### config.mk
export PLATFORM = sky130hd
export DESIGN_NAME = smue_ctrl
export DESIGN_NICKNAME = d
export VERILOG_FILES = /design/src/rtl/smue_pkg.sv /design/src/rtl/smue_ctrl.sv
export SDC_FILE = /design/constraint.sdc
export NUM_CORES = 1
export LEC_CHECK = 0
export BUFFER_PORTS_ARGS = -buffer_cell sky130_fd_sc_hd__clkbuf_2
export CAP_MARGIN = 15
export CORE_AREA = 3 3 40 42
export CTS_CLUSTER_DIAMETER = 30
export DETAILED_ROUTE_END_ITERATION = 7
export DIE_AREA = 0 0 43 45
export GPL_ROUTABILITY_DRIVEN = 0
export PLACE_DENSITY_LB_ADDON = 0.12
export SYNTH_ARGS = -nofsm -noshare
export SYNTH_HDL_FRONTEND = slang
export SYNTH_SLANG_ARGS = --single-unit
### constraint.sdc
create_clock -name i_clk -period 1.95 [get_ports i_clk]
set_input_delay 0.2925 -clock i_clk [delete_from_list [all_inputs] [get_ports i_clk]]
set_output_delay 0.2925 -clock i_clk [all_outputs]
set_load 0.03 [all_outputs]
### src/rtl/smue_pkg.sv
// Shared types and constants for the SOM U-matrix engine.
package smue_pkg;
    localparam logic CMD_WRITE = 1'b0;
    localparam logic CMD_QUERY = 1'b1;

    localparam logic [1:0] REG_MAP_WIDTH     = 2'd0;
    localparam logic [1:0] REG_MAP_HEIGHT    = 2'd1;
    localparam logic [1:0] REG_VECTOR_LENGTH = 2'd2;
    localparam logic [1:0] REG_WRAP_MODE     = 2'd3;

    typedef struct packed {
        logic       cmd;
        logic [4:0] node_x;
        logic [4:0] node_y;
        logic [3:0] dim_index;
        logic [15:0] weight_value;
    } t_in_item;

    typedef struct packed {
        logic [17:0] u_value;
        logic        no_neighbours;
    } t_out_item;

    typedef struct packed {
        logic [1:0]  index;
        logic [5:0]  data;
    } t_cfg_item;

    // controller -> datapath commands
    typedef struct packed {
        logic       wr_en;       // store the input weight
        logic       load_item;   // capture query coordinates
        logic       neigh_init;  // start neighbour scan
        logic       neigh_next;  // advance neighbour candidate
        logic       dim_clear;   // clear accumulator and dim counter
        logic       rd_issue;    // issue read of both weights for current dim
        logic       acc_step;    // accumulate squared difference
        logic       sqrt_start;
        logic       sqrt_step;
        logic       sum_add;     // add root to total, bump count
        logic       div_start;
        logic       div_step;
        logic       out_load;
    } t_ctrl;

    // datapath -> controller status
    typedef struct packed {
        logic in_map;
        logic neigh_valid;   // current candidate counts
        logic neigh_done;    // candidate list exhausted
        logic dim_last;
        logic sqrt_done;
        logic div_done;
    } t_stat;
endpackage

### src/rtl/smue_ctrl.sv
// Sequencing state machine for writes and U-matrix queries.
module smue_ctrl (
    input  logic             i_clk,
    input  logic             i_rst_n,
    input  logic             i_in_valid,
    input  logic             i_in_cmd,
    output logic             o_in_ready,
    output logic             o_out_valid,
    input  logic             i_out_ready,
    input  smue_pkg::t_stat  i_stat,
    output smue_pkg::t_ctrl  o_ctrl
);
    typedef enum logic [3:0] {
        S_IDLE, S_SCAN, S_DIMRD, S_DIMWAIT, S_ACC, S_SQRT, S_SUM,
        S_DIV, S_OUT
    } t_state;

    t_state r_state, n_state;
    logic   r_out_valid, n_out_valid;

    assign o_in_ready  = (r_state == S_IDLE) && !r_out_valid;
    assign o_out_valid = r_out_valid;

    always_comb begin
        n_state     = r_state;
        n_out_valid = r_out_valid;
        o_ctrl      = '0;
        if (r_out_valid && i_out_ready) n_out_valid = 1'b0;
        case (r_state)
            S_IDLE: begin
                if (i_in_valid && o_in_ready) begin
                    if (i_in_cmd == smue_pkg::CMD_WRITE) begin
                        o_ctrl.wr_en = 1'b1;
                    end else begin
                        o_ctrl.load_item = 1'b1;
                        n_state = S_SCAN;
                    end
                end
            end
            S_SCAN: begin
                // candidate coordinates register here; test them
                if (!i_stat.in_map || i_stat.neigh_done) begin
                    o_ctrl.div_start = 1'b1;
                    n_state = S_DIV;
                end else if (i_stat.neigh_valid) begin
                    o_ctrl.dim_clear = 1'b1;
                    n_state = S_DIMRD;
                end else begin
                    o_ctrl.neigh_next = 1'b1;
                end
            end
            S_DIMRD: begin
                o_ctrl.rd_issue = 1'b1;
                n_state = S_DIMWAIT;
            end
            S_DIMWAIT: begin
                n_state = S_ACC;
            end
            S_ACC: begin
                o_ctrl.acc_step = 1'b1;
                if (i_stat.dim_last) begin
                    o_ctrl.sqrt_start = 1'b1;
                    n_state = S_SQRT;
                end else begin
                    n_state = S_DIMRD;
                end
            end
            S_SQRT: begin
                if (i_stat.sqrt_done) n_state = S_SUM;
                else o_ctrl.sqrt_step = 1'b1;
            end
            S_SUM: begin
                o_ctrl.sum_add    = 1'b1;
                o_ctrl.neigh_next = 1'b1;
                n_state = S_SCAN;
            end
            S_DIV: begin
                if (i_stat.div_done) begin
                    o_ctrl.out_load = 1'b1;
                    n_out_valid = 1'b1;
                    n_state = S_OUT;
                end else begin
                    o_ctrl.div_step = 1'b1;
                end
            end
            S_OUT: begin
                n_state = S_IDLE;
            end
            default: n_state = S_IDLE;
        endcase
        if (r_state == S_IDLE) o_ctrl.neigh_init = 1'b1;
    end

    always_ff @(posedge i_clk) begin
        if (!i_rst_n) begin
            r_state     <= S_IDLE;
            r_out_valid <= 1'b0;
        end else begin
            r_state     <= n_state;
            r_out_valid <= n_out_valid;
        end
    end
endmodule

After elaboration in Yosys (flattened, before gate mapping)
Index checks and enable logic that the tools add are counted.
{ "op_classes": {"n_mux": 32, "n_eq_ne": 12, "reduce_logical": 8} }
{ "op_table": {"columns": ["operator", "n"], "rows": [
  ["$pmux W4 S8", 1],
  ["$mux W4", 6],
  ["$mux W1", 18],
  ["$eq A4 B3 Y1 const B", 4],
  ["$mux W2", 5],
  ["$eq A4 B2 Y1 const B", 2],
  ["$ne A2 B2 Y1 const B", 3],
  ["$reduce_and A5 Y1", 1],
  ["$eq A4 B1 Y1 const B", 1],
  ["$logic_not A4 Y1", 1],
  ["$logic_and A1 B1 Y1", 3],
  ["$mux W3", 1],
  ["$ne A3 B3 Y1 const B", 1],
  ["$logic_not A1 Y1", 2],
  ["$ne A2 B1 Y1 const B", 1],
  ["$pmux W1 S2", 1],
  ["$logic_or A1 B1 Y1", 1]
]} }
{ "word_totals": {"register_bits": 5, "out_inout_bits": 15, "wordCells": 54} }

Longest topological paths before layout
Gate-level depths: netlist (run 1).
{ "logic_depth": {"word_depth": 5, "ltp_mapped": 5, "depth_no_buf": 4} }

Least setup slack after synthesis (run 1)
No wires, ideal clock.
{ "synth_path": {"kind": "register -> output", "from": "register r_state[2]", "to": "output port o_ctrl[12] in the netlist's numbering", "required_ns": 1.657, "t_arrival_ns": 1.682, "slack_ns": -0.024, "stages_incl_launch_ff": 6, "cell_sequence": "dfxtp_1 > buf_6 > or4_4 > inv_1 > nand2_1 > nor2_1"} }
{ "synth_lines": {"columns": ["element", "line_no", "source"], "rows": [
  ["start, declared", "smue_ctrl.sv:18", "t_state r_state, n_state;"],
  ["start signal, assigned", "smue_ctrl.sv:99", "r_state <= n_state;"],
  ["end, declared", "smue_ctrl.sv:11", "output smue_pkg::t_ctrl o_ctrl"]
]} }

==> impl_metrics.json, run 1 <==
{
  "outcome": "finished, final reports clean",
  "synth_area_leaders": "dfxtp_1, nor3_1, o32ai_4, inv_1, nand2b_1",
  "crit_fanout": 8,
  "syn-cell-area_um2": 473.0,
  "clock_skew_ps": 2.273,
  "hpwlAfterDp_um": 949.1,
  "startpoint_type": "flop",
  "leakagePower_uw": 0.0003256,
  "synth_ff_type": "dfxtp_1",
  "wire_per_inst_um": 11.68,
  "cts_buffer_depth": 2,
  "endpoint_kind": "output port",
  "cts_made_buffers": 3,
  "synth-seq-cells": 5,
  "cpMaxStageDelayCell": "or4_4",
  "setup_violations": 0,
  "rsz0062_at_grt": "no",
  "grt_max_degree": 12,
  "path_class": "reg -> out",
  "drtAntennaViolNets": 0,
  "place_area_um2": 606.8,
  "syn_area_per_cell_um2": 7.883,
  "fmax_mhz": 530.9,
  "drc_errors": 0,
  "clock_latency_ps": 240,
  "grt_pass1_vias": 500,
  "relSlewSlack": 0.7833,
  "initial_core_util": 0.3681,
  "finalCritPeriodShare": 0.9660,
  "n_fill_cell": 134,
  "htreeDepth": 1,
  "wl_met1_um": 539,
  "met2WireLength_um": 615,
  "topRoutingLayerUsed": "met4",
  "worstPathArrival_ps": 1590,
  "tightest_slew_ps": 323.3,
  "drive_above_1_share": 0.5111,
  "ys_seq_area_frac": 0.2116,
  "rrSetupSlack_ps": 310,
  "fin_area_um2": 674.4,
  "num_vias": 532,
  "fin_crit_ps": 1884,
  "dieArea_um2": 1935,
  "clk_pin_slew_ps": 40,
  "reg2reg_from": "r_state[2]",
  "netlist.area_leader.share": 0.2116,
  "ys_top_cells_by_count": "inv_1, nor3_1, dfxtp_1, nor2_1",
  "cts.root.buffer_cell": "clkbuf_4",
  "power_density_nw_per_um2": 1540,
  "peakVddDrop_uv": 639.5,
  "io_pins": 26,
  "hold_viol": 0,
  "syn-instance-count": 60,
  "drt_iter0_markers": 5,
  "cts.sinks": 5,
  "grt_first_pass_wirelength_mm": 2.076,
  "worstHoldEndpoint": "o_out_valid",
  "first_pass_iters": 4,
  "crit_buf_inv": 2,
  "die_h_um": 45,
  "path_cells": "or4_4, inv_2, nand2_1, nor2_2, clkbuf_2",
  "syn-num-nets": 71,
  "core_area_um2": 1285,
  "min_path_cells": 2,
  "rr_endpoint": "r_state[1]",
  "final_cells": 105,
  "post-route-util": 0.5248,
  "grt_antenna_before_repair": 0,
  "diodes": 0,
  "crit_required_ps": 1660,
  "cpPeakStageDelay_ps": 580,
  "route.met3.wl_um": 55,
  "tritoncts": "done",
  "viasPerCell": 5.067,
  "min_from": "i_rst_n",
  "areaGrowthSynthToFinish_pct": 42.59,
  "cpLargestDelayFamily": "simple AND/OR/NAND/NOR gates",
  "gr-total-overflow": 0,
  "synth_cell_types": 32,
  "rows": 13,
  "tns_ps": 0,
  "wl_mm": 1.226,
  "yosysMostFrequentCell": "inv_1",
  "yosysTopAreaCell": "dfxtp_1",
  "grtUsageTotal": 0.1402,
  "async_flop_share": 0,
  "hold_class": "in -> reg",
  "ys_warn_count": 0,
  "rr_worst_depth": 5,
  "io_buffers": 25,
  "cap_viol_max_count": 0,
  "fp.dieW_um": 43,
  "synth_edf_count": 0,
  "fin_nets": 102,
  "dp.cells": 98,
  "drv_slew": 0
}
routing by layer:
metal  global-route usage  up-vias
met3              0.01195        2
met1               0.1626      241
met4              0.09036        0
met5                    0        -
met2               0.2485       15
li1                     -      274
state kept, by name, indices dropped and copies added (netlist names):
register,flops
o_out_valid,1
r_state,4
stage by stage:
step	hold WS, ps	total power, uW	setup slack, ps
floorplan	410.0	724.5	17.18
global route	349.3	1114	7.355
global placement	498.1	866.5	221.4
detailed placement	494.9	869.2	216.2
finish	326.2	1039	66.30
CTS	314.6	1036	-2.780
worst max path at each step:
stage | to | from | slack [ps] | cells after the start
global route | o_ctrl[9] | r_state[2] | 7 | 4
detailed placement | o_ctrl[9] | r_state[1] | 220 | 4
CTS | o_ctrl[9] | r_state[2] | -3 | 4
global placement | o_ctrl[9] | r_state[3] | 220 | 4
floorplan | o_ctrl[5] | r_state[2] | 20 | 3
finish | o_ctrl[12] | r_state[1] | 70 | 5
cell type report:
cell class | instances | area, um2 | area share
multi-input combinational | 45 | 329.1 | 0.4879
sequential | 5 | 107.6 | 0.1596
inverter | 7 | 26.28 | 0.03896
clock buffer | 4 | 26.28 | 0.03896
timing repair buffer | 29 | 166.4 | 0.2468
tap | 15 | 18.77 | 0.02783
placed cells by master (no fill, tap or decap), types with 2 or more instances in the layout:
cell type  instances
inv_1              6
o22ai_1            2
a21oi_1            2
buf_4              4
dfxtp_2            3
and3_1             2
clkbuf_2          23
nor3_1             6
nor2b_1            2
clkbuf_4           4
nand2b_1           3
nor2_1             4
o21a_1             2
nand2_1            3
report_power, final:
group	leakage [uW]	total (uW)	internal (uW)	switching (uW)
Combinational	0.000268	744	289	455
Sequential	0.0000427	173	139	33.5
Clock	0.0000150	122	77.5	44.5
Total	0.000326	1040	506	533
cell families after synthesis:
| family | count (synthesis) | synth area share |
|---|---|---|
| flops | 5 | 0.2116 |
| mux | 1 | 0.02116 |
| buf+inv | 10 | 0.09787 |
| compound gates | 12 | 0.2328 |
| simple gates | 32 | 0.4366 |
what timing repair did:
action                     4_1_cts  5_1_grt
setup endpoints to repair        1        4
setup buffers                    3        0
hold buffers                     0        0
gates resized for setup          6        4
pin swaps                        3        1
No activity file was read; power rests on OpenSTA's default activity.
==> run 2, diff against run 1 <==
- CELL_PAD_IN_SITES_DETAIL_PLACEMENT: unset -> 0
- CELL_PAD_IN_SITES_GLOBAL_PLACEMENT: unset -> 1
- CORE_AREA: 3 3 40 42 -> 3 3 50 43
- DIE_AREA: 0 0 43 45 -> 0 0 53 46
==> run 2 against run 1 <==
Net effect:
- hold slack lost 11 ps
- fmax grew 0.12%
- register-to-register slack worse by 30 ps
- clock power barely moved
- critical endpoint is now o_ctrl[9]
- largest cell class unchanged
==> impl_metrics.json, run 2 (synthesis results as in run 1) <==
{
  "fin_crit_ps": 1881,
  "tightest_slew_ps": 341.3,
  "leakagePower_uw": 0.0003216,
  "grt_busiest_layer": "met1",
  "hold_viol": 0,
  "worstSetupEndpoint": "o_ctrl[9]",
  "layout_commonest_cell": "clkbuf_2",
  "startpoint_type": "flop",
  "drv_slew": 0,
  "wl_mm": 1.236,
  "relSlewSlack": 0.7712,
  "rows": 13,
  "endpoint_kind": "output port",
  "htreeDepth": 1,
  "largest_register_ff_count": 4,
  "rrSetupSlack_ps": 280,
  "fmax_mhz": 531.5,
  "wire_per_inst_um": 11.14,
  "hold_class": "in -> reg",
  "die_h_um": 46,
  "met3_usage": 0.03934,
  "reg2reg_from": "r_state[0]",
  "p_total_uw": 1018,
  "drtAntennaViolNets": 0,
  "fin_area_um2": 678.2,
  "dieArea_um2": 2438,
  "multiInputGateArea_um2": 329.1,
  "path_class": "reg -> out",
  "cts.root.buffer_cell": "clkbuf_4",
  "rr_worst_depth": 5,
  "cts_hold_buf": 0,
  "grt_pass1_vias": 447,
  "peakVddDrop_uv": 717.4,
  "core_area_um2": 1643,
  "drive_above_1_share": 0.4944,
  "cts.sinks": 5,
  "io_buffers": 25,
  "seqCellArea_um2": 106.4,
  "crit_fanout": 9,
  "num_vias": 518,
  "crit_start": "r_state[2]",
  "clock_skew_ps": 4.226,
  "n_fill_cell": 174,
  "power_density_nw_per_um2": 1502,
  "first_pass_iters": 4,
  "viasPerCell": 4.667,
  "met2_usage": 0.1411,
  "cts_made_buffers": 3,
  "finalCritPeriodShare": 0.9648,
  "regMostFlops": "r_state",
  "worstPathArrival_ps": 1590,
  "initial_core_util": 0.2879,
  "clock_latency_ps": 240,
  "drt_iter0_markers": 14,
  "place_area_um2": 623.1,
  "cap_viol_max_count": 0,
  "drc_errors": 0,
  "outcome": "finished, final reports clean",
  "fin_nets": 101,
  "grt_antenna_before_repair": 0,
  "fp.dieW_um": 53,
  "diodes": 0,
  "grtUsageTotal": 0.1170,
  "io_pins": 26,
  "grt_first_pass_wirelength_mm": 2.056,
  "tritoncts": "done",
  "gr-total-overflow": 0,
  "hpwlAfterDp_mm": 1.015,
  "clk_pin_slew_ps": 40,
  "setup_violations": 0,
  "rr_endpoint": "r_state[1]",
  "areaGrowthSynthToFinish_pct": 43.39,
  "cts_buffer_depth": 2,
  "crit_required_ps": 1660,
  "grt_max_degree": 11,
  "final_cell_mix": "clkbuf_2, nor3_1, inv_1, clkbuf_4, nor2_1",
  "met1_usage": 0.1809
}
## run 2: how the worst min path moves through the flow
stage	startpoint	end	slack, ps	depth (start not counted)
2_1_floorplan	i_rst_n	o_out_valid	410	1
3_3_place_gp	r_state[0]	r_state[0]	510	2
3_5_place_dp	r_state[0]	r_state[0]	510	2
4_1_cts	i_rst_n	o_out_valid	310	2
5_1_grt	i_rst_n	o_out_valid	320	2
6_report	i_rst_n	o_out_valid	320	2
## run 2: per-layer routing
layer | part of all wire | wire (um) | vias to the layer above
met2 | 0.41 | 512 | 17
met4 | 0.0065 | 8 | 0
met1 | 0.50 | 621 | 227
met3 | 0.076 | 94 | 2
met5 | 0 | 0 | -
li1 | - | - | 272
## run 2: layout make-up
cell class / count / area share
clock buffers: 4 / 0.03875
inverters: 7 / 0.03875
multi-input cells: 45 / 0.4852
flip-flops and latches: 5 / 0.1568
well taps: 22 / 0.04059
repair buffers: 28 / 0.2399
## run 2: power breakdown
group,internal (uW),switching [uW]
Combinational,273,447
Clock,77.3,41.2
Sequential,137,42.8
Total,488,531
## run 2: worst max-delay path: stages, from the launching register on
cell and delay (ps):
dfxtp_4 360, or4b_4 570, nor3_4 140, or2_1 150
buf_8 120
## run 2: what timing repair did
item                       in CTS  in global routing
gates cloned                    0                  0
setup buffers                   1                  0
gates resized for setup         4                  9
setup endpoints to repair       1                  4
pin swaps                       2                  3
## run 2: per-stage QoR
step / hold WS, ps / cells / setup slack, ps / setup TNS, ps / utilization
finish: 315.6 / 111 / 68.61 / 0 / 0.4128
global route: 325.0 / 111 / -0.7157 / -0.7157 / 0.4128
CTS: 310.6 / 111 / 0.6557 / 0 / 0.4067
detailed placement: 511.6 / 106 / 215.7 / 0 / 0.3793
global placement: 510.6 / 106 / 245.2 / 0 / 0.3793
floorplan: 410.0 / 60 / 17.18 / 0 / -
==> run 3, diff against run 2 <==
- ABC_AREA: unset -> 1
- BUFFER_PORTS_ARGS: -buffer_cell sky130_fd_sc_hd__clkbuf_2 -> -buffer_cell sky130_fd_sc_hd__buf_2
- CORE_AREA: 3 3 50 43 -> 3 3 52 45
- CTS_CLUSTER_SIZE: unset -> 8
- DIE_AREA: 0 0 53 46 -> 0 0 55 48
==> run 3 against run 2 <==
Net effect:
- synthesized cell count is 37% higher
- combinational power down 18%
- register-to-register slack improved by 360 ps
- fmax is 8.8% higher
- core utilization down 4.4 points
- clock-buffer cell count stayed put
- largest cell class unchanged
==> impl_metrics.json, run 3 <==
{
  "rsz0062_at_grt": "no",
  "fp.dieW_um": 55,
  "syn-num-nets": 93,
  "initial_core_util": 0.2770,
  "hpwlAfterDp_mm": 1.073,
  "synth-seq-cells": 5,
  "synth_ff_type": "dfxtp_1",
  "cpMaxStageDelayCell": "dfxtp_1",
  "clock_skew_ps": 0.1596,
  "diodes": 0,
  "wire_per_inst_um": 9.231,
  "drtAntennaViolNets": 0,
  "topRoutingLayerUsed": "met3",
  "fin_nets": 122,
  "route.met3.wl_um": 130,
  "htreeDepth": 1,
  "tns_ps": 0,
  "final_cell_mix": "buf_2, nand2_1, inv_1, nor2_1, nand3_1",
  "startpoint_type": "flop",
  "fin_crit_ps": 1729,
  "drive_above_1_share": 0.4545,
  "wl_met1_um": 567,
  "grt_max_degree": 9,
  "layout_commonest_cell": "buf_2",
  "crit_fanout": 8,
  "grtUsageTotal": 0.1074,
  "cts_setup_buffers": 0,
  "gr-total-overflow": 0,
  "synth_cell_types": 15,
  "syn_area_per_cell_um2": 6.271,
  "cap_viol_max_count": 0,
  "cts.root.buffer_cell": "clkbuf_4",
  "path_cells": "nand2_1, inv_2, nand2_1, nor2_1, buf_2",
  "multiInputGateArea_um2": 320.3,
  "reg2reg_from": "r_state[0]",
  "seqCellArea_um2": 100.1,
  "largest_register_ff_count": 4,
  "clock_latency_ps": 240,
  "drc_errors": 0,
  "ys_top_cells_by_count": "inv_1, nand2_1, nor2_1, nand3_1, inv_2",
  "grt_first_pass_wirelength_mm": 2.007,
  "post-route-util": 0.3686,
  "viasPerCell": 4.127,
  "tritoncts": "done",
  "outcome": "finished, final reports clean",
  "path_class": "reg -> out",
  "async_flop_share": 0,
  "setup_violations": 0,
  "rows": 14,
  "hold_class": "in -> reg",
  "relSlewSlack": 0.7674,
  "min_from": "i_rst_n",
  "leakagePower_uw": 0.0004273,
  "cts_resized": 0,
  "yosysTopAreaCell": "dfxtp_1",
  "core_area_um2": 1857,
  "syn-cell-area_um2": 514.2,
  "hold_viol": 0,
  "ys_seq_area_frac": 0.1946,
  "syn-instance-count": 82,
  "synth_edf_count": 0,
  "crit_top_cell": "nand2_1",
  "worstPathArrival_ps": 1440,
  "io_buffers": 25,
  "holdWs_ps": 291.0,
  "cts_buffer_depth": 2,
  "p_total_uw": 865.8,
  "cpPeakStageDelay_ps": 520,
  "die_h_um": 48,
  "cts_made_buffers": 3,
  "wl_mm": 1.237,
  "drv_slew": 0,
  "areaGrowthSynthToFinish_pct": 33.09,
  "netlist.area_leader.share": 0.1946,
  "place_ws_ps": 473.2,
  "drt_iter0_markers": 4,
  "io_pins": 26,
  "n_fill_cell": 224,
  "synth_area_leaders": "dfxtp_1, inv_1, nand2_1, nand2_4, nor2_4",
  "fmax_mhz": 578.5,
  "power_density_nw_per_um2": 1265,
  "crit_required_ps": 1660,
  "fin_ws_ps": 221.4,
  "cts.sinks": 5,
  "regMostFlops": "r_state",
  "tightest_slew_ps": 348.5,
  "peakVddDrop_uv": 516.6,
  "crit_start": "r_state[0]",
  "endpoint_kind": "output port",
  "grt_antenna_before_repair": 0,
  "clk_pin_slew_ps": 40,
  "cts_hold_buf": 0,
  "num_vias": 553,
  "met2WireLength_um": 539,
  "finalCritPeriodShare": 0.8865,
  "grt_pass1_vias": 491,
  "ys_warn_count": 0,
  "dieArea_um2": 2640,
  "first_pass_iters": 4
}
## run 3: cell count changes after synthesis, sizes merged, moves of 3 or more
cell    before  now
nand2        3   22
inv          7   22
nor2         5   17
nand3        0    9
nor3         8    0
nand2b       3    0
nor2b        3    0
## run 3: cell type report
type                    count  share of cell area
repair buffers             25              0.1828
multi-input cells          54              0.4680
inverters                  22              0.1207
well taps                  24             0.04388
clock buffers               4             0.03839
flip-flops and latches      5              0.1463
## run 3: layer usage
layer / global-route usage / vias to the layer above
li1: - / 298
met1: 0.1316 / 236
met2: 0.1816 / 19
met3: 0.03427 / 0
met4: 0.02913 / 0
met5: 0 / -
## run 3: through the flow
stage                     instance area (um2)  cells
final                                   684.4    134
after global routing                    684.4    134
after CTS                               684.4    134
after detailed placement                658.1    130
after global placement                  658.1    130
after floorplan                         514.2     82
## run 3: worst max-delay path, delay by kind of cell, from the launching register on
kind          cells  cell delay, ps
simple gates      3             350
flops             1             520
buf+inv           2             320
## run 3: kinds of logic (layout without fill, tap and decap cells)
kind of cell | Yosys count | in the layout | share of synthesized area
flip-flops | 5 | 5 | 0.1947
buffers and inverters | 23 | 51 | 0.1825
AND/OR/NAND/NOR | 48 | 48 | 0.5547
AO/OA/AOI/OAI | 6 | 6 | 0.06812
## run 3: path summary, 6_finish.rpt
kind	slack (ps)	end	cells past startpoint
worst min register to register	560	o_out_valid	2
worst min-delay path	290	r_state[0]	3
worst max register to register	640	r_state[0]	7
worst max-delay path	220	o_ctrl[0]	5
## run 3: power by group
group / internal, uW / switching (uW)
logic: 191 / 397
clock network: 77.2 / 40.3
registers: 121 / 39.1
total: 389 / 477
